==> src/design/rgb_to_hsv_unit_assert.svh <==
// Assertion macros for the RGB to HSV converter.
`ifndef RGB_TO_HSV_UNIT_ASSERT_SVH
`define RGB_TO_HSV_UNIT_ASSERT_SVH
`ifndef SYNTHESIS
// Implication checked at every clock edge outside reset.
`define RTH_ASSERT_IMP(lbl, clk, rst_n, ante, cons) \
    lbl: assert property (@(posedge clk) disable iff (!rst_n) (ante) |-> (cons)) \
        else $error("rgb_to_hsv_unit: check failed");
// Condition that must never hold outside reset.
`define RTH_ASSERT_NEVER(lbl, clk, rst_n, cond) \
    lbl: assert property (@(posedge clk) disable iff (!rst_n) !(cond)) \
        else $error("rgb_to_hsv_unit: forbidden condition seen");
`else
`define RTH_ASSERT_IMP(lbl, clk, rst_n, ante, cons)
`define RTH_ASSERT_NEVER(lbl, clk, rst_n, cond)
`endif
`endif

==> src/design/rth_pkg.sv <==
// Shared types and constants of the RGB to HSV converter.
package rth_pkg;

    localparam int ChanW   = 8;
    localparam int HueW    = 15;
    localparam int SatW    = 13;
    localparam int HueQW   = 15;   // hue quotient bits
    localparam int SatQW   = 13;   // saturation quotient bits
    localparam int AbsW    = 11;   // |sector * delta + num| up to 1275
    localparam int DvdW    = ChanW + HueQW;
    localparam int SatFracBits = 12;

    localparam logic [HueW-1:0] HueFullTurn = 15'd23040;
    localparam logic [SatW-1:0] SatOne      = 13'd4096;

    localparam int DefStepsPerStage = 4;

    // Word carried through the divider stages.
    typedef struct packed {
        logic [ChanW-1:0] h_rem;
        logic [HueQW-1:0] h_q;
        logic [ChanW-1:0] h_div;
        logic [ChanW-1:0] s_rem;
        logic [SatQW-1:0] s_q;
        logic [ChanW-1:0] s_div;
        logic             undef;
        logic             grey;
        logic             neg;
        logic [ChanW-1:0] brightness;
    } t_div_word;

endpackage

==> src/design/rth_ifs.sv <==
// Stream interfaces: pixel words in, HSV words out.
interface rth_pix_if;
    import rth_pkg::*;
    logic             valid;
    logic             ready;
    logic [ChanW-1:0] red;
    logic [ChanW-1:0] green;
    logic [ChanW-1:0] blue;
    modport source (output valid, output red, output green, output blue, input ready);
    modport sink   (input valid, input red, input green, input blue, output ready);
endinterface

interface rth_hsv_if;
    import rth_pkg::*;
    logic             valid;
    logic             ready;
    logic [HueW-1:0]  hue;
    logic             hue_undefined;
    logic [SatW-1:0]  saturation;
    logic [ChanW-1:0] brightness;
    modport source (output valid, output hue, output hue_undefined, output saturation,
                    output brightness, input ready);
    modport sink   (input valid, input hue, input hue_undefined, input saturation,
                    input brightness, output ready);
endinterface

==> src/design/rth_prep.sv <==
// Front end: max/min/sector selection, then divider operand setup.
module rth_prep (
    input  logic                i_clk,
    input  logic                i_rst_n,
    input  logic                i_valid,
    output logic                o_ready,
    input  logic [7:0]          i_red,
    input  logic [7:0]          i_green,
    input  logic [7:0]          i_blue,
    output logic                o_valid,
    input  logic                i_ready,
    output rth_pkg::t_div_word  o_data
);
    import rth_pkg::*;

    typedef enum logic [2:0] {
        SecRed   = 3'b001,
        SecGreen = 3'b010,
        SecBlue  = 3'b100
    } t_sector;

    typedef struct packed {
        logic [ChanW-1:0] mx;
        logic [ChanW-1:0] delta;
        t_sector          sector;
        logic [ChanW:0]   num;     // two's complement difference
    } t_sel_word;

    // stage A
    logic             r_a_valid;
    t_sel_word        r_a;
    t_sel_word        n_a;
    logic             a_en;
    logic [ChanW-1:0] mx;
    logic [ChanW-1:0] mn;

    // stage B
    logic             r_b_valid;
    t_div_word        r_b;
    t_div_word        n_b;
    logic             b_en;
    logic [ChanW+1:0] sec_mul;
    logic [AbsW:0]    x;
    logic [AbsW-1:0]  abs_x;
    logic [DvdW-1:0]  dvd;

    assign b_en    = !r_b_valid || i_ready;
    assign a_en    = !r_a_valid || b_en;
    assign o_ready = a_en;
    assign o_valid = r_b_valid;
    assign o_data  = r_b;

    always_comb begin
        mx = (i_red >= i_green) ? i_red : i_green;
        if (i_blue > mx) begin
            mx = i_blue;
        end
        mn = (i_red <= i_green) ? i_red : i_green;
        if (i_blue < mn) begin
            mn = i_blue;
        end
        n_a.mx    = mx;
        n_a.delta = mx - mn;
        // ties: red over green over blue
        if (i_red == mx) begin
            n_a.sector = SecRed;
            n_a.num    = {1'b0, i_green} - {1'b0, i_blue};
        end else if (i_green == mx) begin
            n_a.sector = SecGreen;
            n_a.num    = {1'b0, i_blue} - {1'b0, i_red};
        end else begin
            n_a.sector = SecBlue;
            n_a.num    = {1'b0, i_red} - {1'b0, i_green};
        end
    end

    always_ff @(posedge i_clk) begin
        if (!i_rst_n) begin
            r_a_valid <= 1'b0;
        end else if (a_en) begin
            r_a_valid <= i_valid;
        end
    end

    always_ff @(posedge i_clk) begin
        if (a_en) begin
            r_a <= n_a;
        end
    end

    always_comb begin
        case (r_a.sector)
            SecRed:   sec_mul = '0;
            SecGreen: sec_mul = {1'b0, r_a.delta, 1'b0};
            SecBlue:  sec_mul = {r_a.delta, 2'b00};
            default:  sec_mul = '0;
        endcase
        x     = {2'b00, sec_mul} + {{(AbsW-ChanW){r_a.num[ChanW]}}, r_a.num};
        abs_x = x[AbsW] ? AbsW'(-x) : x[AbsW-1:0];
        // 3840 * |x| as 4096*|x| - 256*|x|
        dvd   = {abs_x, 12'b0} - {4'b0, abs_x, 8'b0};

        n_b.h_rem      = dvd[DvdW-1:HueQW];
        n_b.h_q        = dvd[HueQW-1:0];
        n_b.h_div      = r_a.delta;
        // saturation dividend is delta << 12
        n_b.s_rem      = {1'b0, r_a.delta[ChanW-1:1]};
        n_b.s_q        = {r_a.delta[0], {SatFracBits{1'b0}}};
        n_b.s_div      = r_a.mx;
        n_b.undef      = (r_a.mx == '0);
        n_b.grey       = (r_a.delta == '0);
        n_b.neg        = x[AbsW];
        n_b.brightness = r_a.mx;
    end

    always_ff @(posedge i_clk) begin
        if (!i_rst_n) begin
            r_b_valid <= 1'b0;
        end else if (b_en) begin
            r_b_valid <= r_a_valid;
        end
    end

    always_ff @(posedge i_clk) begin
        if (b_en) begin
            r_b <= n_b;
        end
    end

endmodule

==> src/design/rth_div_stage.sv <==
// One pipeline stage of the two restoring dividers (hue and saturation).
module rth_div_stage #(
    parameter int FIRST = 0,
    parameter int STEPS = rth_pkg::DefStepsPerStage
) (
    input  logic                i_clk,
    input  logic                i_rst_n,
    input  logic                i_valid,
    output logic                o_ready,
    input  rth_pkg::t_div_word  i_data,
    output logic                o_valid,
    input  logic                i_ready,
    output rth_pkg::t_div_word  o_data
);
    import rth_pkg::*;

    logic      r_valid;
    t_div_word r_data;
    t_div_word n_data;
    logic      en;
    logic [ChanW:0] h_step;
    logic [ChanW:0] s_step;

    // returns {quotient bit, next remainder}
    function automatic logic [ChanW:0] rem_step(input logic [ChanW-1:0] rem,
                                                input logic             bit_in,
                                                input logic [ChanW-1:0] dvs);
        logic [ChanW:0] t;
        logic [ChanW:0] diff;
        logic           ge;
        t    = {rem, bit_in};
        diff = t - {1'b0, dvs};
        ge   = (t >= {1'b0, dvs});
        return {ge, ge ? diff[ChanW-1:0] : t[ChanW-1:0]};
    endfunction

    assign en      = !r_valid || i_ready;
    assign o_ready = en;
    assign o_valid = r_valid;
    assign o_data  = r_data;

    always_comb begin
        n_data = i_data;
        h_step = '0;
        s_step = '0;
        for (int k = 0; k < STEPS; k++) begin
            if (FIRST + k < HueQW) begin
                h_step       = rem_step(n_data.h_rem, n_data.h_q[HueQW-1], n_data.h_div);
                n_data.h_rem = h_step[ChanW-1:0];
                n_data.h_q   = {n_data.h_q[HueQW-2:0], h_step[ChanW]};
            end
            if (FIRST + k < SatQW) begin
                s_step       = rem_step(n_data.s_rem, n_data.s_q[SatQW-1], n_data.s_div);
                n_data.s_rem = s_step[ChanW-1:0];
                n_data.s_q   = {n_data.s_q[SatQW-2:0], s_step[ChanW]};
            end
        end
    end

    always_ff @(posedge i_clk) begin
        if (!i_rst_n) begin
            r_valid <= 1'b0;
        end else if (en) begin
            r_valid <= i_valid;
        end
    end

    always_ff @(posedge i_clk) begin
        if (en) begin
            r_data <= n_data;
        end
    end

endmodule

==> src/design/rth_post.sv <==
// Back end: hue wrap and special cases, output register.
module rth_post (
    input  logic                i_clk,
    input  logic                i_rst_n,
    input  logic                i_valid,
    output logic                o_ready,
    input  rth_pkg::t_div_word  i_data,
    output logic                o_valid,
    input  logic                i_ready,
    output logic [14:0]         o_hue,
    output logic                o_hue_undefined,
    output logic [12:0]         o_saturation,
    output logic [7:0]          o_brightness
);
    import rth_pkg::*;

    logic             r_valid;
    logic [HueW-1:0]  r_hue;
    logic             r_undef;
    logic [SatW-1:0]  r_sat;
    logic [ChanW-1:0] r_bright;
    logic [HueW-1:0]  n_hue;
    logic [SatW-1:0]  n_sat;
    logic             en;

    assign en      = !r_valid || i_ready;
    assign o_ready = en;

    always_comb begin
        if (i_data.undef || i_data.grey) begin
            n_hue = '0;
        end else if (i_data.neg) begin
            // negative angle: wrap by a full turn
            n_hue = (i_data.h_q == '0) ? '0 : HueFullTurn - i_data.h_q;
        end else begin
            n_hue = i_data.h_q;
        end
        n_sat = i_data.undef ? '0 : i_data.s_q;
    end

    always_ff @(posedge i_clk) begin
        if (!i_rst_n) begin
            r_valid <= 1'b0;
        end else if (en) begin
            r_valid <= i_valid;
        end
    end

    always_ff @(posedge i_clk) begin
        if (en) begin
            r_hue    <= n_hue;
            r_undef  <= i_data.undef;
            r_sat    <= n_sat;
            r_bright <= i_data.brightness;
        end
    end

    assign o_valid         = r_valid;
    assign o_hue           = r_hue;
    assign o_hue_undefined = r_undef;
    assign o_saturation    = r_sat;
    assign o_brightness    = r_bright;

endmodule

==> src/design/rgb_to_hsv_unit.sv <==
// Top level of the RGB to HSV converter.
// Takes one 8-bit RGB pixel word per clock unless the output stalls, and returns hue
// (1/64 degree, 0..23039), saturation (Q1.12, truncated), value (largest channel) and
// a flag for black, where hue is reported as 0. Throughput is one word per cycle
// unless stalled. Words pass prep stages A and B, the two restoring dividers and
// the output register; the dividers retire STEPS_PER_STAGE quotient bits per stage.
// Every stage has its own valid bit and a local ready, so a stalled output fills
// empty stages before input is held off; nothing is dropped or repeated.
`include "rgb_to_hsv_unit_assert.svh"
module rgb_to_hsv_unit #(
    parameter int STEPS_PER_STAGE = rth_pkg::DefStepsPerStage
) (
    input  logic             i_clk,
    input  logic             i_rst_n,
    rth_pix_if.sink          i_pix,
    rth_hsv_if.source        o_hsv
);
    import rth_pkg::*;

    localparam int NumDivStages = (HueQW + STEPS_PER_STAGE - 1) / STEPS_PER_STAGE;

    t_div_word w_data  [NumDivStages+1];
    logic      w_valid [NumDivStages+1];
    logic      w_ready [NumDivStages+1];

    rth_prep u_prep (
        .i_clk   (i_clk),
        .i_rst_n (i_rst_n),
        .i_valid (i_pix.valid),
        .o_ready (i_pix.ready),
        .i_red   (i_pix.red),
        .i_green (i_pix.green),
        .i_blue  (i_pix.blue),
        .o_valid (w_valid[0]),
        .i_ready (w_ready[0]),
        .o_data  (w_data[0])
    );

    for (genvar j = 0; j < NumDivStages; j++) begin : g_div
        rth_div_stage #(
            .FIRST (j * STEPS_PER_STAGE),
            .STEPS (STEPS_PER_STAGE)
        ) u_div (
            .i_clk   (i_clk),
            .i_rst_n (i_rst_n),
            .i_valid (w_valid[j]),
            .o_ready (w_ready[j]),
            .i_data  (w_data[j]),
            .o_valid (w_valid[j+1]),
            .i_ready (w_ready[j+1]),
            .o_data  (w_data[j+1])
        );
    end

    rth_post u_post (
        .i_clk           (i_clk),
        .i_rst_n         (i_rst_n),
        .i_valid         (w_valid[NumDivStages]),
        .o_ready         (w_ready[NumDivStages]),
        .i_data          (w_data[NumDivStages]),
        .o_valid         (o_hsv.valid),
        .i_ready         (o_hsv.ready),
        .o_hue           (o_hsv.hue),
        .o_hue_undefined (o_hsv.hue_undefined),
        .o_saturation    (o_hsv.saturation),
        .o_brightness    (o_hsv.brightness)
    );

    `RTH_ASSERT_IMP(a_hue_range, i_clk, i_rst_n, o_hsv.valid, o_hsv.hue < HueFullTurn)
    `RTH_ASSERT_IMP(a_sat_range, i_clk, i_rst_n, o_hsv.valid, o_hsv.saturation <= SatOne)
    `RTH_ASSERT_IMP(a_black, i_clk, i_rst_n, o_hsv.valid && o_hsv.hue_undefined,
                    o_hsv.hue == '0 && o_hsv.saturation == '0 && o_hsv.brightness == '0)
    `RTH_ASSERT_IMP(a_zero_value, i_clk, i_rst_n, o_hsv.valid && o_hsv.brightness == '0,
                    o_hsv.hue_undefined)
    `RTH_ASSERT_NEVER(a_grey_hue, i_clk, i_rst_n,
                      o_hsv.valid && o_hsv.saturation == '0 && o_hsv.hue != '0)

endmodule
==> src/flat_wrapper.sv <==
// flat-port wrapper written by rule: the top's interface ports become plain ports
module rgb_to_hsv_unit_flat import rth_pkg::*;
#(
    parameter int STEPS_PER_STAGE = rth_pkg::DefStepsPerStage
)
  (i_clk, i_rst_n, i_pix_valid, i_pix_red, i_pix_green, i_pix_blue, i_pix_ready, o_hsv_valid, o_hsv_hue, o_hsv_hue_undefined, o_hsv_saturation, o_hsv_brightness, o_hsv_ready);
  rth_pix_if i_pix_i ();
  rth_hsv_if o_hsv_i ();
  input  logic i_clk;
  input  logic i_rst_n;
  input wire logic [$bits(i_pix_i.valid)-1:0] i_pix_valid;
  input wire logic [$bits(i_pix_i.red)-1:0] i_pix_red;
  input wire logic [$bits(i_pix_i.green)-1:0] i_pix_green;
  input wire logic [$bits(i_pix_i.blue)-1:0] i_pix_blue;
  output wire logic [$bits(i_pix_i.ready)-1:0] i_pix_ready;
  output wire logic [$bits(o_hsv_i.valid)-1:0] o_hsv_valid;
  output wire logic [$bits(o_hsv_i.hue)-1:0] o_hsv_hue;
  output wire logic [$bits(o_hsv_i.hue_undefined)-1:0] o_hsv_hue_undefined;
  output wire logic [$bits(o_hsv_i.saturation)-1:0] o_hsv_saturation;
  output wire logic [$bits(o_hsv_i.brightness)-1:0] o_hsv_brightness;
  input wire logic [$bits(o_hsv_i.ready)-1:0] o_hsv_ready;
  assign i_pix_i.valid = i_pix_valid;
  assign i_pix_i.red = i_pix_red;
  assign i_pix_i.green = i_pix_green;
  assign i_pix_i.blue = i_pix_blue;
  assign i_pix_ready = i_pix_i.ready;
  assign o_hsv_valid = o_hsv_i.valid;
  assign o_hsv_hue = o_hsv_i.hue;
  assign o_hsv_hue_undefined = o_hsv_i.hue_undefined;
  assign o_hsv_saturation = o_hsv_i.saturation;
  assign o_hsv_brightness = o_hsv_i.brightness;
  assign o_hsv_i.ready = o_hsv_ready;
  rgb_to_hsv_unit #(.STEPS_PER_STAGE(STEPS_PER_STAGE)) u_core (.i_clk(i_clk), .i_rst_n(i_rst_n), .i_pix(i_pix_i), .o_hsv(o_hsv_i));
endmodule
==> config.mk <==
export PLATFORM = sky130hd
export DESIGN_NAME = rgb_to_hsv_unit_flat
export DESIGN_NICKNAME = d
export VERILOG_FILES = /design/src/design/rth_pkg.sv /design/src/design/rth_ifs.sv /design/src/design/rth_prep.sv /design/src/design/rth_div_stage.sv /design/src/design/rth_post.sv /design/src/design/rgb_to_hsv_unit.sv /design/src/flat_wrapper.sv
export VERILOG_INCLUDE_DIRS = /design/src /design/src/design
export SDC_FILE = /design/constraint.sdc
export NUM_CORES = 1
export LEC_CHECK = 0
export BUFFER_PORTS_ARGS = -buffer_cell sky130_fd_sc_hd__clkbuf_2
export CELL_PAD_IN_SITES_DETAIL_PLACEMENT = 2
export CELL_PAD_IN_SITES_GLOBAL_PLACEMENT = 2
export CORE_MARGIN = 2
export CORE_UTILIZATION = 46
export DETAILED_ROUTE_END_ITERATION = 8
export HOLD_SLACK_MARGIN = 0.12
export PLACE_DENSITY = 0.85
export SLEW_MARGIN = 0
export SYNTH_ARGS = -nofsm -noshare
export SYNTH_HDL_FRONTEND = slang
export SYNTH_SLANG_ARGS = --single-unit
==> constraint.sdc <==
create_clock -name i_clk -period 13.8 [get_ports i_clk]
set_input_delay 2.76 -clock i_clk [delete_from_list [all_inputs] [get_ports i_clk]]
set_output_delay 2.76 -clock i_clk [all_outputs]
set_load 0.01 [all_outputs]
==> flow_summary_export.csv <==
group,metric,value,unit
timing,rsz0062_at_grt,"no",
hold_path,hold_path_end,"u_core.g_div[1].u_div.o_data[24]",
final_layout,area_growth,9.57,%
clock_tree,cts_resized,0,
critical_path,worstPathArrival,11.80,ns
hold_path,min_path_cells,0,
synthesis,synth.avg_cell_area,10.0,um^2
drt,wl,86000,um
synthesis,synth-async-reset-ratio,0,%
critical_path,crit_path_start,"u_core.g_div[0].u_div.o_data[41]",
clock_tree,clock_latency,0.58,ns
drt,via_per_inst,6.20,
final_layout,multi_input_area,14100,um^2
die,die_x,232,um
timing,final.min_clock_period,11.49,ns
critical_path,cpMostUsedCell,"o21ai_0",
critical_path,path_max_fanout,10,
critical_path,cp_slowest_stage_delay,0.66,ns
clock_tree,postCtsHoldBufs,0,
clock_tree,post_cts_buffers,0,
critical_path,crit_buf_inv,5,
synthesis,ys_seq_area_share,37.4,%
synthesis,yosysTopAreaCellShare,36.9,%
die,fp.dieH,232,um
timing,slew_viol_final,0,
clock_tree,cts-root-buf,"clkbuf_16",
die,dieArea,53900,um^2
timing,finalSetupViolations,0,
timing,finalHoldViolations,0,
clock_tree,clk_pin_slew,0.06,ns
critical_path,critical-path-top-delay-family,"compound AO/OA/AOI/OAI gates",
clock_tree,clockBufferDepth,3,
clock_tree,cts_tree,"done",
clock_tree,cts.sinks,301,
clock_tree,htree_levels,2,
critical_path,cp_slowest_cell,"o21ai_0",
die,ios,67,
timing,tns,0,ns
timing,relSlewSlack,18.2,%
global_routing,grt_max_degree,60,
synthesis,netlist_area,24000,um^2
global_routing,grt_pass1_wl,134000,um
status,status,"completed",
placed_design,io_buffers,66,
global_routing,track_usage,32.1,%
hold_path,hp-class,"reg2reg",
global_routing,grt.overflow.total,0,
synthesis,synth_area_leaders,"edfxtp_1, ha_1, xnor2_1, mux2_2, a21oi_1",
synthesis,synth_top_area_cell,"edfxtp_1",
synthesis,dominantRegCellSynth,"edfxtp_1",
run,maxCapViolations,0,
drt,firstDrtPassIters,5,
critical_path,crit_type,"reg2reg",
final_layout,drive_above_1_share,10.8,%
critical_path,start_kind,"register",
critical_path,r2r_start,"u_core.g_div[0].u_div.o_data[41]",
timing,skew,0.0291,ns
clock_tree,cts_buffers,37,
critical_path,ff2ff_setup_slack,2.31,ns
final_layout,seq_area,8970,um^2
placed_design,dp_hpwl,63400,um
timing,worst_pin_slew,1.23,ns
synthesis,yosys_warnings,0,
critical_path,regToRegEndpoint,"u_core.g_div[1].u_div.o_data[66]",
synthesis,synth_cell_types,91,
die,core_area,51400,um^2
final_layout,fill_cells,5287,
synthesis,syn_inst,2388,
synthesis,synth-edff-count,294,
drt,ant_nets,0,
final_layout,diodes,0,
drt,drc,0,
drt,drtIter0Drc,1136,
drt,wire_per_inst,27.1,um
placed_design,place.gp.congestion,0.859,
global_routing,antenna_found_initial,0,
critical_path,end_kind,"register",
global_routing,grt_pass1_vias,22600,
timing,min_period_over_period,83.3,%
synthesis,syn_nets,2711,
critical_path,cp.required,14.11,ns
timing,fmax,0.0870,GHz
critical_path,rr_worst_depth,43,
die,num_rows,83,
synthesis,synth-seq-cells,301,
final_layout,nets,2797,
drt,vias,19700,
die,start_util,46.6,%
hold_path,hp-start,"u_core.g_div[0].u_div.o_data[20]",
[per-stage QoR]
step | cells | util [%] | cell area [um^2] | setup slack (ns) | hold slack (ns)
CTS | 3178 | 51.1 | 26200 | 2.32 | 0.410
detailed placement | 3115 | 48.8 | 25100 | 2.73 | 0.406
floorplan | 2388 | - | 24000 | 5.04 | 0.400
global route | 3178 | 51.1 | 26200 | 1.61 | 0.417
finish | 3178 | 51.1 | 26200 | 2.31 | 0.411
global placement | 3115 | 48.8 | 25100 | 3.64 | 0.401
[final cells by class]
type	count	area share, %
Sequential cell	301	34.2
Clock inverter	17	0.601
Multi-Input combinational cell	1852	53.7
Tap cell	680	3.24
Clock buffer	46	3.74
Timing Repair Buffer	78	1.60
Inverter	204	2.92
[how the worst max path moves through the flow]
stage	to	slack, ns	cells past startpoint
global route	u_core.g_div[1].u_div.o_data[66]	1.61	43
CTS	u_core.g_div[0].u_div.o_data[38]	2.32	34
finish	u_core.g_div[1].u_div.o_data[66]	2.31	43
detailed placement	u_core.g_div[0].u_div.o_data[34]	2.73	35
floorplan	u_core.g_div[1].u_div.o_data[66]	5.04	42
global placement	u_core.g_div[1].u_div.o_data[66]	3.64	41
[sequential cells by signal (all words and copies together), names as in the netlist]
name,flops
u_core.g_div.u_div.o_valid,4
u_core.u_post.o_hue,15
u_core.u_prep.r_a,12
u_core.u_post.o_valid,1
u_core.u_prep.r_a_valid,1
u_core.u_prep.o_data,34
u_core.g_div.u_div.o_data,195
u_core.u_post.o_saturation,13
u_core.u_prep.o_valid,1
u_core.u_post.o_brightness,8
u_core.u_post.o_hue_undefined,1
u_core.u_prep.n_b,16
[cells in the final DEF (no fill, tap or decap), drive strengths merged, types with 12 or more instances in the layout]
master | synthesis | routed
o21bai | 16 | 16
nand2b | 37 | 37
edfxtp | 294 | 294
inv | 202 | 203
clkinv | 2 | 14
a21oi | 164 | 164
a21boi | 16 | 16
or2 | 20 | 20
and2 | 15 | 15
and3 | 26 | 26
nand4 | 21 | 21
buf | 13 | 12
xor2 | 72 | 72
nor3 | 46 | 46
a21o | 54 | 54
a211oi | 19 | 19
o31ai | 21 | 21
ha | 276 | 276
nor2b | 77 | 77
or3 | 21 | 21
mux2i | 50 | 50
o21a | 51 | 51
mux2 | 90 | 90
clkbuf | 18 | 112
nand2 | 106 | 106
nand3 | 19 | 19
fa | 19 | 19
xnor2 | 121 | 121
nor2 | 195 | 195
o21ai | 156 | 156
[cells by family (layout without fill, tap and decap cells)]
family / after synthesis / after routing / synth area share (%)
flops: 301 / 301 / 37.4
compound gates: 610 / 610 / 16.5
fa+ha+maj: 295 / 295 / 16.0
xor+xnor: 193 / 193 / 7.06
simple gates: 614 / 614 / 12.9
mux: 140 / 140 / 6.34
buf+inv: 235 / 345 / 3.75
[synthesized netlist by cell type, drive strengths merged, types with 5 or more instances]
| cell | instances |
|---|---|
| inv | 202 |
| ha | 276 |
| clkbuf | 18 |
| a21o | 54 |
| a41o | 7 |
| and4 | 5 |
| a211o | 5 |
| a22oi | 8 |
| buf | 13 |
| nand3 | 19 |
| o22ai | 9 |
| mux2i | 50 |
| fa | 19 |
| o211ai | 9 |
| o221ai | 11 |
| or3 | 21 |
| nand2 | 106 |
| nand2b | 37 |
| nor3 | 46 |
| a211oi | 19 |
| a221o | 8 |
| a221oi | 7 |
| mux2 | 90 |
| and3 | 26 |
| o31a | 7 |
| nor2b | 77 |
| o21bai | 16 |
| or2 | 20 |
| xor2 | 72 |
| a31oi | 11 |
| o21a | 51 |
| o21ai | 156 |
| a21oi | 164 |
| o31ai | 21 |
| edfxtp | 294 |
| and2 | 15 |
| a21boi | 16 |
| dfxtp | 7 |
| xnor2 | 121 |
| nand4 | 21 |
| nor2 | 195 |
| or4 | 7 |
[per-layer routing]
layer	track usage (%)	share of wire, %	vias to the layer above
met5	0	0	-
met4	13.0	4.1	0
met3	3.78	3.4	225
met2	59.7	52	522
met1	37.2	41	10000
li1	-	-	8933
[worst register-to-register path: cells and delay by family, from the launching register on]
| kind | cells | cell delay (ns) |
|---|---|---|
| simple gates | 9 | 1.71 |
| buf+inv | 5 | 1.12 |
| fa+ha+maj | 4 | 1.31 |
| flops | 1 | 0.47 |
| compound gates | 24 | 6.33 |
| mux | 1 | 0.30 |
Power is not shown: default switching activity piles up to over one toggle a cycle in this logic, so the estimate is an artifact.
